--- config.mk ---
export PLATFORM = sky130hd
export DESIGN_NAME = glyph_bitmap_run_rectangles
export DESIGN_NICKNAME = d
export VERILOG_FILES = /design/src/sv/grb_pkg.sv /design/src/sv/glyph_bitmap_run_rectangles.sv /design/src/sv/grb_scan.sv /design/src/sv/grb_emit.sv
export SDC_FILE = /design/constraint.sdc
export NUM_CORES = 1
export LEC_CHECK = 0
export ABC_AREA = 1
export BUFFER_PORTS_ARGS = -buffer_cell sky130_fd_sc_hd__buf_2
export CAP_MARGIN = 15
export CORE_UTILIZATION = 50
export CTS_CLUSTER_DIAMETER = 40
export DETAILED_ROUTE_END_ITERATION = 10
export PLACE_DENSITY = 0.69
export RECOVER_POWER = 100
export SLEW_MARGIN = 20
export SYNTH_ARGS = -nofsm -noshare
export SYNTH_HDL_FRONTEND = slang
export SYNTH_SLANG_ARGS = --single-unit
export TNS_END_PERCENT = 1
--- constraint.sdc ---
create_clock -name clk -period 7.8 [get_ports clk]
set_clock_uncertainty 0.15 [all_clocks]
set_input_delay 0.78 -clock clk [delete_from_list [all_inputs] [get_ports clk]]
set_output_delay 0.78 -clock clk [all_outputs]
set_load 0.01 [all_outputs]
--- src/sv/grb_pkg.sv ---
// Shared constants, types and helpers for the glyph run rectangle block.
package grb_pkg;

  // Glyph geometry and field widths
  localparam int GLYPH_EDGE = 8;
  localparam int BYTE_W     = 8;
  localparam int IDX_W      = $clog2(BYTE_W);
  localparam int COORD_W    = 11;
  localparam int SCALE_W    = 4;
  localparam int COL_W      = 5;
  localparam int ROW_W      = 6;
  localparam int LEN_W      = 6;
  localparam int RW_W       = 9;
  localparam int CFG_IDX_W  = 1;

  localparam logic [BYTE_W-1:0]  FIRST_BIT_MASK = 8'h80;
  localparam logic [COORD_W-1:0] COORD_MAX      = 11'h7FF;

  // Configuration register indexes
  typedef enum logic [CFG_IDX_W-1:0] {
    CFG_SCALE_X = 1'b0,
    CFG_SCALE_Y = 1'b1
  } cfg_reg_t;

  // One closed run of set pixels
  typedef struct packed {
    logic [COL_W-1:0] start;
    logic [LEN_W-1:0] len;
    logic [ROW_W-1:0] row;
  } run_t;

  // All runs closed by one byte, one slot per bit position
  typedef struct packed {
    logic [BYTE_W-1:0]       vld;
    run_t [BYTE_W-1:0]       runs;
  } run_set_t;

  // A zero scale counts as one
  function automatic logic [SCALE_W-1:0] eff_scale(input logic [SCALE_W-1:0] s);
    eff_scale = (s == '0) ? SCALE_W'(1) : s;
  endfunction

endpackage

--- src/sv/glyph_bitmap_run_rectangles.sv ---
// A byte's first rectangle passes the input register, run buffer and output register.
// Throughput: one rectangle per cycle while out_stall is low; a byte holds the run buffer
// until its last run is emitted, and the rate is set by the single output register.
// A new byte is taken while the previous byte's rectangles are still going out.
// Reset (synchronous, rst_n low): handshakes idle, scales 1, glyph position and origin 0.
module glyph_bitmap_run_rectangles (
  input  logic                          clk,
  input  logic                          rst_n,
  input  logic                          cfg_we,
  input  logic [grb_pkg::CFG_IDX_W-1:0] cfg_index,
  input  logic [grb_pkg::SCALE_W-1:0]   cfg_data,
  input  logic                          in_valid,
  output logic                          in_stall,
  input  logic                          in_glyph_start,
  input  logic [grb_pkg::COORD_W-1:0]   in_origin_x,
  input  logic [grb_pkg::COORD_W-1:0]   in_origin_y,
  input  logic [grb_pkg::BYTE_W-1:0]    in_bits,
  output logic                          out_valid,
  input  logic                          out_stall,
  output logic [grb_pkg::COORD_W-1:0]   out_rect_x,
  output logic [grb_pkg::COORD_W-1:0]   out_rect_y,
  output logic [grb_pkg::RW_W-1:0]      out_rect_w,
  output logic [grb_pkg::SCALE_W-1:0]   out_rect_h,
  output logic                          out_last
);
  import grb_pkg::*;

  logic [SCALE_W-1:0]  scale_x_r, scale_y_r;
  logic                buf_free, load_vld, runs_pend;
  run_set_t            run_set;
  logic [COORD_W-1:0]  held_x, held_y;

  // Configuration registers
  always_ff @(posedge clk) begin
    if (!rst_n) begin
      scale_x_r <= SCALE_W'(1);
      scale_y_r <= SCALE_W'(1);
    end else if (cfg_we) begin
      case (cfg_reg_t'(cfg_index))
        CFG_SCALE_X: scale_x_r <= cfg_data;
        CFG_SCALE_Y: scale_y_r <= cfg_data;
        default: ;
      endcase
    end
  end

  grb_scan u_scan (
    .clk            (clk),
    .rst_n          (rst_n),
    .in_valid       (in_valid),
    .in_stall       (in_stall),
    .in_glyph_start (in_glyph_start),
    .in_origin_x    (in_origin_x),
    .in_origin_y    (in_origin_y),
    .in_bits        (in_bits),
    .buf_free       (buf_free),
    .load_vld       (load_vld),
    .run_set        (run_set),
    .held_x         (held_x),
    .held_y         (held_y)
  );

  grb_emit u_emit (
    .clk        (clk),
    .rst_n      (rst_n),
    .load_vld   (load_vld),
    .run_set    (run_set),
    .held_x     (held_x),
    .held_y     (held_y),
    .scale_x    (scale_x_r),
    .scale_y    (scale_y_r),
    .buf_free   (buf_free),
    .runs_pend  (runs_pend),
    .out_valid  (out_valid),
    .out_stall  (out_stall),
    .out_rect_x (out_rect_x),
    .out_rect_y (out_rect_y),
    .out_rect_w (out_rect_w),
    .out_rect_h (out_rect_h),
    .out_last   (out_last)
  );

  // A non-final rectangle always leaves more runs of its byte in the buffer
  a_more_after_nonlast: assert property (@(posedge clk) disable iff (!rst_n)
    out_valid && !out_last |-> runs_pend)
    else $error("non-final rectangle with empty run buffer");

  // The input side only stalls behind a busy run buffer
  a_stall_needs_pend: assert property (@(posedge clk) disable iff (!rst_n)
    in_stall |-> runs_pend)
    else $error("input stalled with no runs pending");

  // Every emitted rectangle has nonzero width
  a_width_nonzero: assert property (@(posedge clk) disable iff (!rst_n)
    out_valid |-> out_rect_w != '0)
    else $error("zero-width rectangle emitted");

endmodule

--- src/sv/grb_scan.sv ---
// Input register and row scan: turns one glyph byte into a set of closed runs.
module grb_scan (
  input  logic                          clk,
  input  logic                          rst_n,
  input  logic                          in_valid,
  output logic                          in_stall,
  input  logic                          in_glyph_start,
  input  logic [grb_pkg::COORD_W-1:0]   in_origin_x,
  input  logic [grb_pkg::COORD_W-1:0]   in_origin_y,
  input  logic [grb_pkg::BYTE_W-1:0]    in_bits,
  input  logic                          buf_free,
  output logic                          load_vld,
  output grb_pkg::run_set_t             run_set,
  output logic [grb_pkg::COORD_W-1:0]   held_x,
  output logic [grb_pkg::COORD_W-1:0]   held_y
);
  import grb_pkg::*;

  logic                 in_vld_r, in_vld_nxt;
  logic                 in_start_r;
  logic [COORD_W-1:0]   in_ox_r, in_oy_r;
  logic [BYTE_W-1:0]    in_bits_r;
  logic                 accept;

  logic [COL_W-1:0]     col_r, col_nxt;
  logic [ROW_W-1:0]     row_r, row_nxt;
  logic [LEN_W-1:0]     rl_r, rl_nxt;
  logic [COORD_W-1:0]   hox_r, hox_nxt, hoy_r, hoy_nxt;

  logic [COL_W:0]       col_v;
  logic [ROW_W-1:0]     rw_v;
  logic [LEN_W-1:0]     rl_v;

  // Hand the held byte over once the run buffer can take it
  assign load_vld = in_vld_r && buf_free;
  assign in_stall = in_vld_r && !buf_free;
  assign accept   = in_valid && !in_stall;
  assign held_x   = hox_r;
  assign held_y   = hoy_r;

  always_comb begin
    in_vld_nxt = in_vld_r;
    if (accept) begin
      in_vld_nxt = 1'b1;
    end else if (load_vld) begin
      in_vld_nxt = 1'b0;
    end
  end

  // Walk the eight pixels of the byte, closing runs on clear pixels and row ends
  always_comb begin
    col_v   = in_start_r ? '0 : {1'b0, col_r};
    rw_v    = in_start_r ? '0 : row_r;
    rl_v    = in_start_r ? '0 : rl_r;
    hox_nxt = in_start_r ? in_ox_r : hox_r;
    hoy_nxt = in_start_r ? in_oy_r : hoy_r;
    run_set = '0;
    for (int i = 0; i < BYTE_W; i++) begin
      if (rw_v < ROW_W'(GLYPH_EDGE)) begin
        if ((in_bits_r & (FIRST_BIT_MASK >> i)) != '0) begin
          rl_v = rl_v + LEN_W'(1);
        end else if (rl_v != '0) begin
          run_set.vld[i]        = 1'b1;
          run_set.runs[i].start = COL_W'(col_v - (COL_W+1)'(rl_v));
          run_set.runs[i].len   = rl_v;
          run_set.runs[i].row   = rw_v;
          rl_v                  = '0;
        end
        col_v = col_v + (COL_W+1)'(1);
        if (col_v >= (COL_W+1)'(GLYPH_EDGE)) begin
          if (rl_v != '0) begin
            run_set.vld[i]        = 1'b1;
            run_set.runs[i].start = COL_W'((COL_W+1)'(GLYPH_EDGE) - (COL_W+1)'(rl_v));
            run_set.runs[i].len   = rl_v;
            run_set.runs[i].row   = rw_v;
          end
          rl_v  = '0;
          col_v = '0;
          rw_v  = rw_v + ROW_W'(1);
        end
      end
    end
    col_nxt = COL_W'(col_v);
    row_nxt = rw_v;
    rl_nxt  = rl_v;
  end

  // Input stage control
  always_ff @(posedge clk) begin
    if (!rst_n) begin
      in_vld_r <= 1'b0;
    end else begin
      in_vld_r <= in_vld_nxt;
    end
  end

  // Input stage payload
  always_ff @(posedge clk) begin
    if (accept) begin
      in_start_r <= in_glyph_start;
      in_ox_r    <= in_origin_x;
      in_oy_r    <= in_origin_y;
      in_bits_r  <= in_bits;
    end
  end

  // Advance glyph position on each handed-over byte
  always_ff @(posedge clk) begin
    if (!rst_n) begin
      col_r <= '0;
      row_r <= '0;
      rl_r  <= '0;
      hox_r <= '0;
      hoy_r <= '0;
    end else if (load_vld) begin
      col_r <= col_nxt;
      row_r <= row_nxt;
      rl_r  <= rl_nxt;
      hox_r <= hox_nxt;
      hoy_r <= hoy_nxt;
    end
  end

endmodule

--- src/sv/grb_emit.sv ---
// Run buffer and rectangle output register: scales one run per cycle while the output is not stalled.
module grb_emit (
  input  logic                          clk,
  input  logic                          rst_n,
  input  logic                          load_vld,
  input  grb_pkg::run_set_t             run_set,
  input  logic [grb_pkg::COORD_W-1:0]   held_x,
  input  logic [grb_pkg::COORD_W-1:0]   held_y,
  input  logic [grb_pkg::SCALE_W-1:0]   scale_x,
  input  logic [grb_pkg::SCALE_W-1:0]   scale_y,
  output logic                          buf_free,
  output logic                          runs_pend,
  output logic                          out_valid,
  input  logic                          out_stall,
  output logic [grb_pkg::COORD_W-1:0]   out_rect_x,
  output logic [grb_pkg::COORD_W-1:0]   out_rect_y,
  output logic [grb_pkg::RW_W-1:0]      out_rect_w,
  output logic [grb_pkg::SCALE_W-1:0]   out_rect_h,
  output logic                          out_last
);
  import grb_pkg::*;

  logic [BYTE_W-1:0]          pend_r, pend_nxt;
  run_t [BYTE_W-1:0]          runs_r;
  logic [IDX_W-1:0]           sel_idx;
  logic [BYTE_W-1:0]          rest;
  run_t                       cur;
  logic                       out_adv, emit_now;

  logic [SCALE_W-1:0]         sx, sy;
  logic [COL_W+SCALE_W-1:0]   px;
  logic [ROW_W+SCALE_W-1:0]   py;
  logic [LEN_W+SCALE_W-1:0]   pw;
  logic [COORD_W:0]           sum_x, sum_y;

  logic                       out_vld_r;
  logic [COORD_W-1:0]         out_x_r, out_y_r;
  logic [RW_W-1:0]            out_w_r;
  logic [SCALE_W-1:0]         out_h_r;
  logic                       out_last_r;

  // Pick the lowest pending run
  always_comb begin
    sel_idx = '0;
    for (int i = BYTE_W - 1; i >= 0; i--) begin
      if (pend_r[i]) begin
        sel_idx = IDX_W'(i);
      end
    end
  end

  assign rest      = pend_r & ~(BYTE_W'(1) << sel_idx);
  assign cur       = runs_r[sel_idx];
  assign runs_pend = |pend_r;
  assign out_adv   = !out_vld_r || !out_stall;
  assign emit_now  = runs_pend && out_adv;
  assign buf_free  = !runs_pend || (emit_now && (rest == '0));

  // Scale and place the selected run, saturating coordinates
  always_comb begin
    sx    = eff_scale(scale_x);
    sy    = eff_scale(scale_y);
    px    = (COL_W+SCALE_W)'(cur.start) * (COL_W+SCALE_W)'(sx);
    py    = (ROW_W+SCALE_W)'(cur.row) * (ROW_W+SCALE_W)'(sy);
    pw    = (LEN_W+SCALE_W)'(cur.len) * (LEN_W+SCALE_W)'(sx);
    sum_x = (COORD_W+1)'(held_x) + (COORD_W+1)'(px);
    sum_y = (COORD_W+1)'(held_y) + (COORD_W+1)'(py);
  end

  // Load a fresh run set or drop the one just emitted
  always_comb begin
    pend_nxt = pend_r;
    if (load_vld) begin
      pend_nxt = run_set.vld;
    end else if (emit_now) begin
      pend_nxt = rest;
    end
  end

  always_ff @(posedge clk) begin
    if (!rst_n) begin
      pend_r    <= '0;
      out_vld_r <= 1'b0;
    end else begin
      pend_r <= pend_nxt;
      if (out_adv) begin
        out_vld_r <= emit_now;
      end
    end
  end

  always_ff @(posedge clk) begin
    if (load_vld) begin
      runs_r <= run_set.runs;
    end
  end

  // Hold the result beat until taken
  always_ff @(posedge clk) begin
    if (emit_now) begin
      out_x_r    <= sum_x[COORD_W] ? COORD_MAX : sum_x[COORD_W-1:0];
      out_y_r    <= sum_y[COORD_W] ? COORD_MAX : sum_y[COORD_W-1:0];
      out_w_r    <= pw[RW_W-1:0];
      out_h_r    <= sy;
      out_last_r <= (rest == '0);
    end
  end

  assign out_valid  = out_vld_r;
  assign out_rect_x = out_x_r;
  assign out_rect_y = out_y_r;
  assign out_rect_w = out_w_r;
  assign out_rect_h = out_h_r;
  assign out_last   = out_last_r;

endmodule
==> results list <==
* Status: finished with violations
- The checks that failed: max-capacitance violations, max-slew violations.
* Required arrival time at the worst endpoint: 7.94 ns
- The clock period could shrink to a little under 8 ns.
- CTS saw between 200 and 300 sinks.
- TritonCTS built the clock tree.
* Via Count: 18,100
- Post-route fraction of the period consumed by the critical path: 0.986
* Mapped cell area: between 15,000 and 20,000 um^2
- After the last flow step, the layout net total stands at between 2,000 and 3,000.
- CTS buffer count: 44
* Pin count of the biggest net entering global routing: 180
- Max Cap Violations: 1
* Fraction of final layout cells sized beyond drive strength 1: 0.259
* I/O pin count: 79
- DIE AREA: 38,600 um^2
* Top post-synthesis cells by count: 477 x sky130_fd_sc_hd__nand2_1, 333 x sky130_fd_sc_hd__inv_1, 245 x sky130_fd_sc_hd__nor2_1
- Counting flops with a built-in enable in the synthesized netlist gives just over 200.
- Gp weighted congestion: approximately 1
- The tightest hold path in the finished design has a slack of roughly 0.24 ns.
* Classification of the worst-slack hold path: input port to flip-flop
* Register clock-pin slew on the reported worst setup and hold paths: around 0.050 ns
- H-tree levels: 2
- Post-Route Setup TNS: 0 ns
- Counting every instance in the synthesized netlist gives roughly 2,300.
* Overall die width: 196 um
- Nature of the critical path endpoint: flip-flop
- Number of routed nets with antenna violations: 0
- Wire length reported by the detailed router: roughly 63 mm
* Slowest-stage cell, CP: sky130_fd_sc_hd__edfxtp_1
* Routed length per instance: a little under 20 um
- Arrival time at the worst endpoint: a little under 8 ns
* Post-cts hold buffer count: 0
- Number of antenna violations at the first check in global routing: 0
- Setup slack closes at around 0.11 ns.
- Headroom to the max-slew limit: -0.318
- Number of vias per cell: roughly 5.6
- Syn avg cell area: ~8.1 um^2
* Violation count after the first detailed-route iteration: between 1,500 and 2,000
- From bottom edge to top edge, the die measures slightly below 200 um.
- Number of unique standard cell types used by synthesis: 62
- Before antenna repair, the detailed router went through 7 iterations.
- Clk Latency, worst-skew pair: 0.57 ns
- Effective utilization at floorplan: 0.513
- Pre-CTS worst setup slack: -0.166 ns
- Path type of the worst setup path: flip-flop to flip-flop
* Total grt overflow: 0
* Crit Path Max Fanout: 4
- Register bit count reported by yosys: 260
* Top cell type's share of synthesized area: 0.322
- Startpoint class of the critical path: flip-flop
* Detailed placer's ending HPWL: 47.4 mm
- For this run, the leading register cell type out of synthesis is sky130_fd_sc_hd__edfxtp_1.
* Synth Warn #: 0
- After synthesis, the share of flip-flops with an asynchronous set or reset is 0.
- Number of placement rows: 70
* Vias in the first global route: 17,300
- Slew @ Worst Pin: 1.98 ns
- # port buffers: between 70 and 80
* Fmax: between 100 and 150 MHz
- Compared with the post-synthesis result, the final layout area differs by 27.5%.
* Setup repair after global routing missed its margin: true
* Yosys top cell by area: sky130_fd_sc_hd__edfxtp_1
* CP most frequent cell: sky130_fd_sc_hd__nand2_2
* Sequential share of the synthesized area: 0.383
* Root Buffer: sky130_fd_sc_hd__clkbuf_16
- The final count of hold timing violations is 0.
* Core region area: 36,900 um^2
- Global-route wire length before repair: roughly 94 mm
* Total global-route track usage: 0.320
- After detailed placement, the total cell area comes to 21,600 um^2.
- The number of antenna diodes in the final layout is 0.
- By instance count, the leading cell after synthesis is sky130_fd_sc_hd__nand2_1.
* Setup-failing EPs final: 0
- The max-slew violation count was 37.
* Longest Clk Path Bufs: 3
- DRC: 0
- Synth top area cells: sky130_fd_sc_hd__edfxtp_1 32%, sky130_fd_sc_hd__nand2_1 9.5%, sky130_fd_sc_hd__ha_1 7.3%, sky130_fd_sc_hd__inv_1 6.6%, sky130_fd_sc_hd__dfxtp_1 6.0%
- Area of all placed cells without fillers: approximately 24,000 um^2
- Worst path max stage delay: 0.47 ns
* Number of fill cells: between 3,000 and 4,000
metrics by stage:
step,utilization,cells
after global placement,0.585,3119
after detailed placement,0.585,3119
after floorplan,-,2367
final,0.654,3251
after global routing,0.654,3251
after CTS,0.628,3206
state kept, by name, indices dropped and copies added (netlist names), 6 cells and up:
name	count
u_scan.in_ox_r	11
u_scan.row_r	6
u_scan.held_y	11
u_scan.rl_r	6
u_emit.out_rect_y	11
u_scan.in_bits_r	8
u_emit.runs_r	136
u_scan.in_oy_r	11
u_emit.out_rect_x	11
u_scan.held_x	11
u_emit.out_rect_w	9
u_emit.pend_r	8
final timing paths:
check                           depth (start not counted)                          endpoint  slack [ns]                           start
worst max-delay path                                   69  u_emit.runs_r[113]$_SDFFCE_PP0P_        0.11     u_scan.in_start_r$_DFFE_PP_
worst min-delay path                                    1       u_scan.in_ox_r[1]$_DFFE_PP_        0.24                  in_origin_x[1]
worst max register to register                         69  u_emit.runs_r[113]$_SDFFCE_PP0P_        0.11     u_scan.in_start_r$_DFFE_PP_
worst min register to register                          2    u_scan.held_y[10]$_SDFFE_PN0P_        0.32  u_scan.held_y[10]$_SDFFE_PN0P_
placed cells by master (no fill, tap or decap), types with 13 or more instances in the layout:
cell | synthesis | routed
sky130_fd_sc_hd__o221a_2 | 27 | 27
sky130_fd_sc_hd__nor2_4 | 7 | 14
sky130_fd_sc_hd__inv_1 | 333 | 315
sky130_fd_sc_hd__nand4_1 | 33 | 33
sky130_fd_sc_hd__buf_4 | 0 | 263
sky130_fd_sc_hd__edfxtp_1 | 203 | 203
sky130_fd_sc_hd__nand2_1 | 477 | 442
sky130_fd_sc_hd__dfxtp_1 | 57 | 57
sky130_fd_sc_hd__xor2_1 | 41 | 39
sky130_fd_sc_hd__clkbuf_16 | 0 | 46
sky130_fd_sc_hd__nand2_2 | 25 | 53
sky130_fd_sc_hd__ha_1 | 110 | 94
sky130_fd_sc_hd__inv_2 | 36 | 48
sky130_fd_sc_hd__nand2_4 | 8 | 15
sky130_fd_sc_hd__fa_1 | 38 | 37
sky130_fd_sc_hd__conb_1 | 1 | 24
sky130_fd_sc_hd__nand3_1 | 167 | 148
sky130_fd_sc_hd__xnor2_1 | 16 | 16
sky130_fd_sc_hd__o21ai_1 | 22 | 22
sky130_fd_sc_hd__o221ai_1 | 27 | 27
sky130_fd_sc_hd__a31oi_1 | 28 | 28
sky130_fd_sc_hd__clkbuf_1 | 41 | 45
sky130_fd_sc_hd__nor2_2 | 15 | 36
sky130_fd_sc_hd__a21oi_2 | 5 | 13
sky130_fd_sc_hd__a21oi_1 | 154 | 141
sky130_fd_sc_hd__o21ai_0 | 71 | 67
sky130_fd_sc_hd__nor2_1 | 245 | 217
sky130_fd_sc_hd__buf_2 | 7 | 40
sky130_fd_sc_hd__nand3_2 | 15 | 29
metal layers:
layer  part of all wire  track usage
met5                  0            0
met4              0.055        0.162
met3              0.073       0.0385
met2               0.47        0.537
met1               0.40        0.408
final cells by class:
type / count / area [um^2] / share of cell area
multi-input combinational: 1670 / 10800 / 0.447
inverter: 378 / 1440 / 0.0598
tap: 504 / 631 / 0.0261
sequential: 260 / 7240 / 0.300
clock buffer: 54 / 1200 / 0.0498
clock inverter: 27 / 292 / 0.0121
timing repair buffer: 358 / 2540 / 0.105
worst max-delay path: cells and delay by family (launching register included):
family                     cells  cell delay [ns]
AOI/OAI and AO/OA              2             0.32
and+or+nand+nor               41             3.78
adders and majority gates      8             1.26
xor gates and xnor gates       1             0.10
DFF                            1             0.47
buffers and inverters         17             1.28
kinds of logic (layout without fill, tap and decap cells):
group | count (synthesis) | count (layout) | share of synthesized area
compound gates | 403 | 403 | 0.135
xor+xnor | 58 | 58 | 0.0273
fa+ha+maj | 148 | 148 | 0.113
buf+inv | 437 | 817 | 0.0902
flops | 260 | 260 | 0.383
other cells | 1 | 24 | 0.000198
simple gates | 1037 | 1037 | 0.251
repair_timing:
| item | in CTS | in global routing |
|---|---|---|
| gates resized for setup | 14 | 168 |
| endpoints found under the setup margin | 29 | 50 |
| gates cloned | 0 | 0 |
| buffers inserted | 6 | 45 |
| hold endpoints to repair | 0 | 0 |
| pin swaps | 6 | 88 |
Power is not shown: default switching activity piles up to over one toggle a cycle in this logic, so the estimate is an artifact.
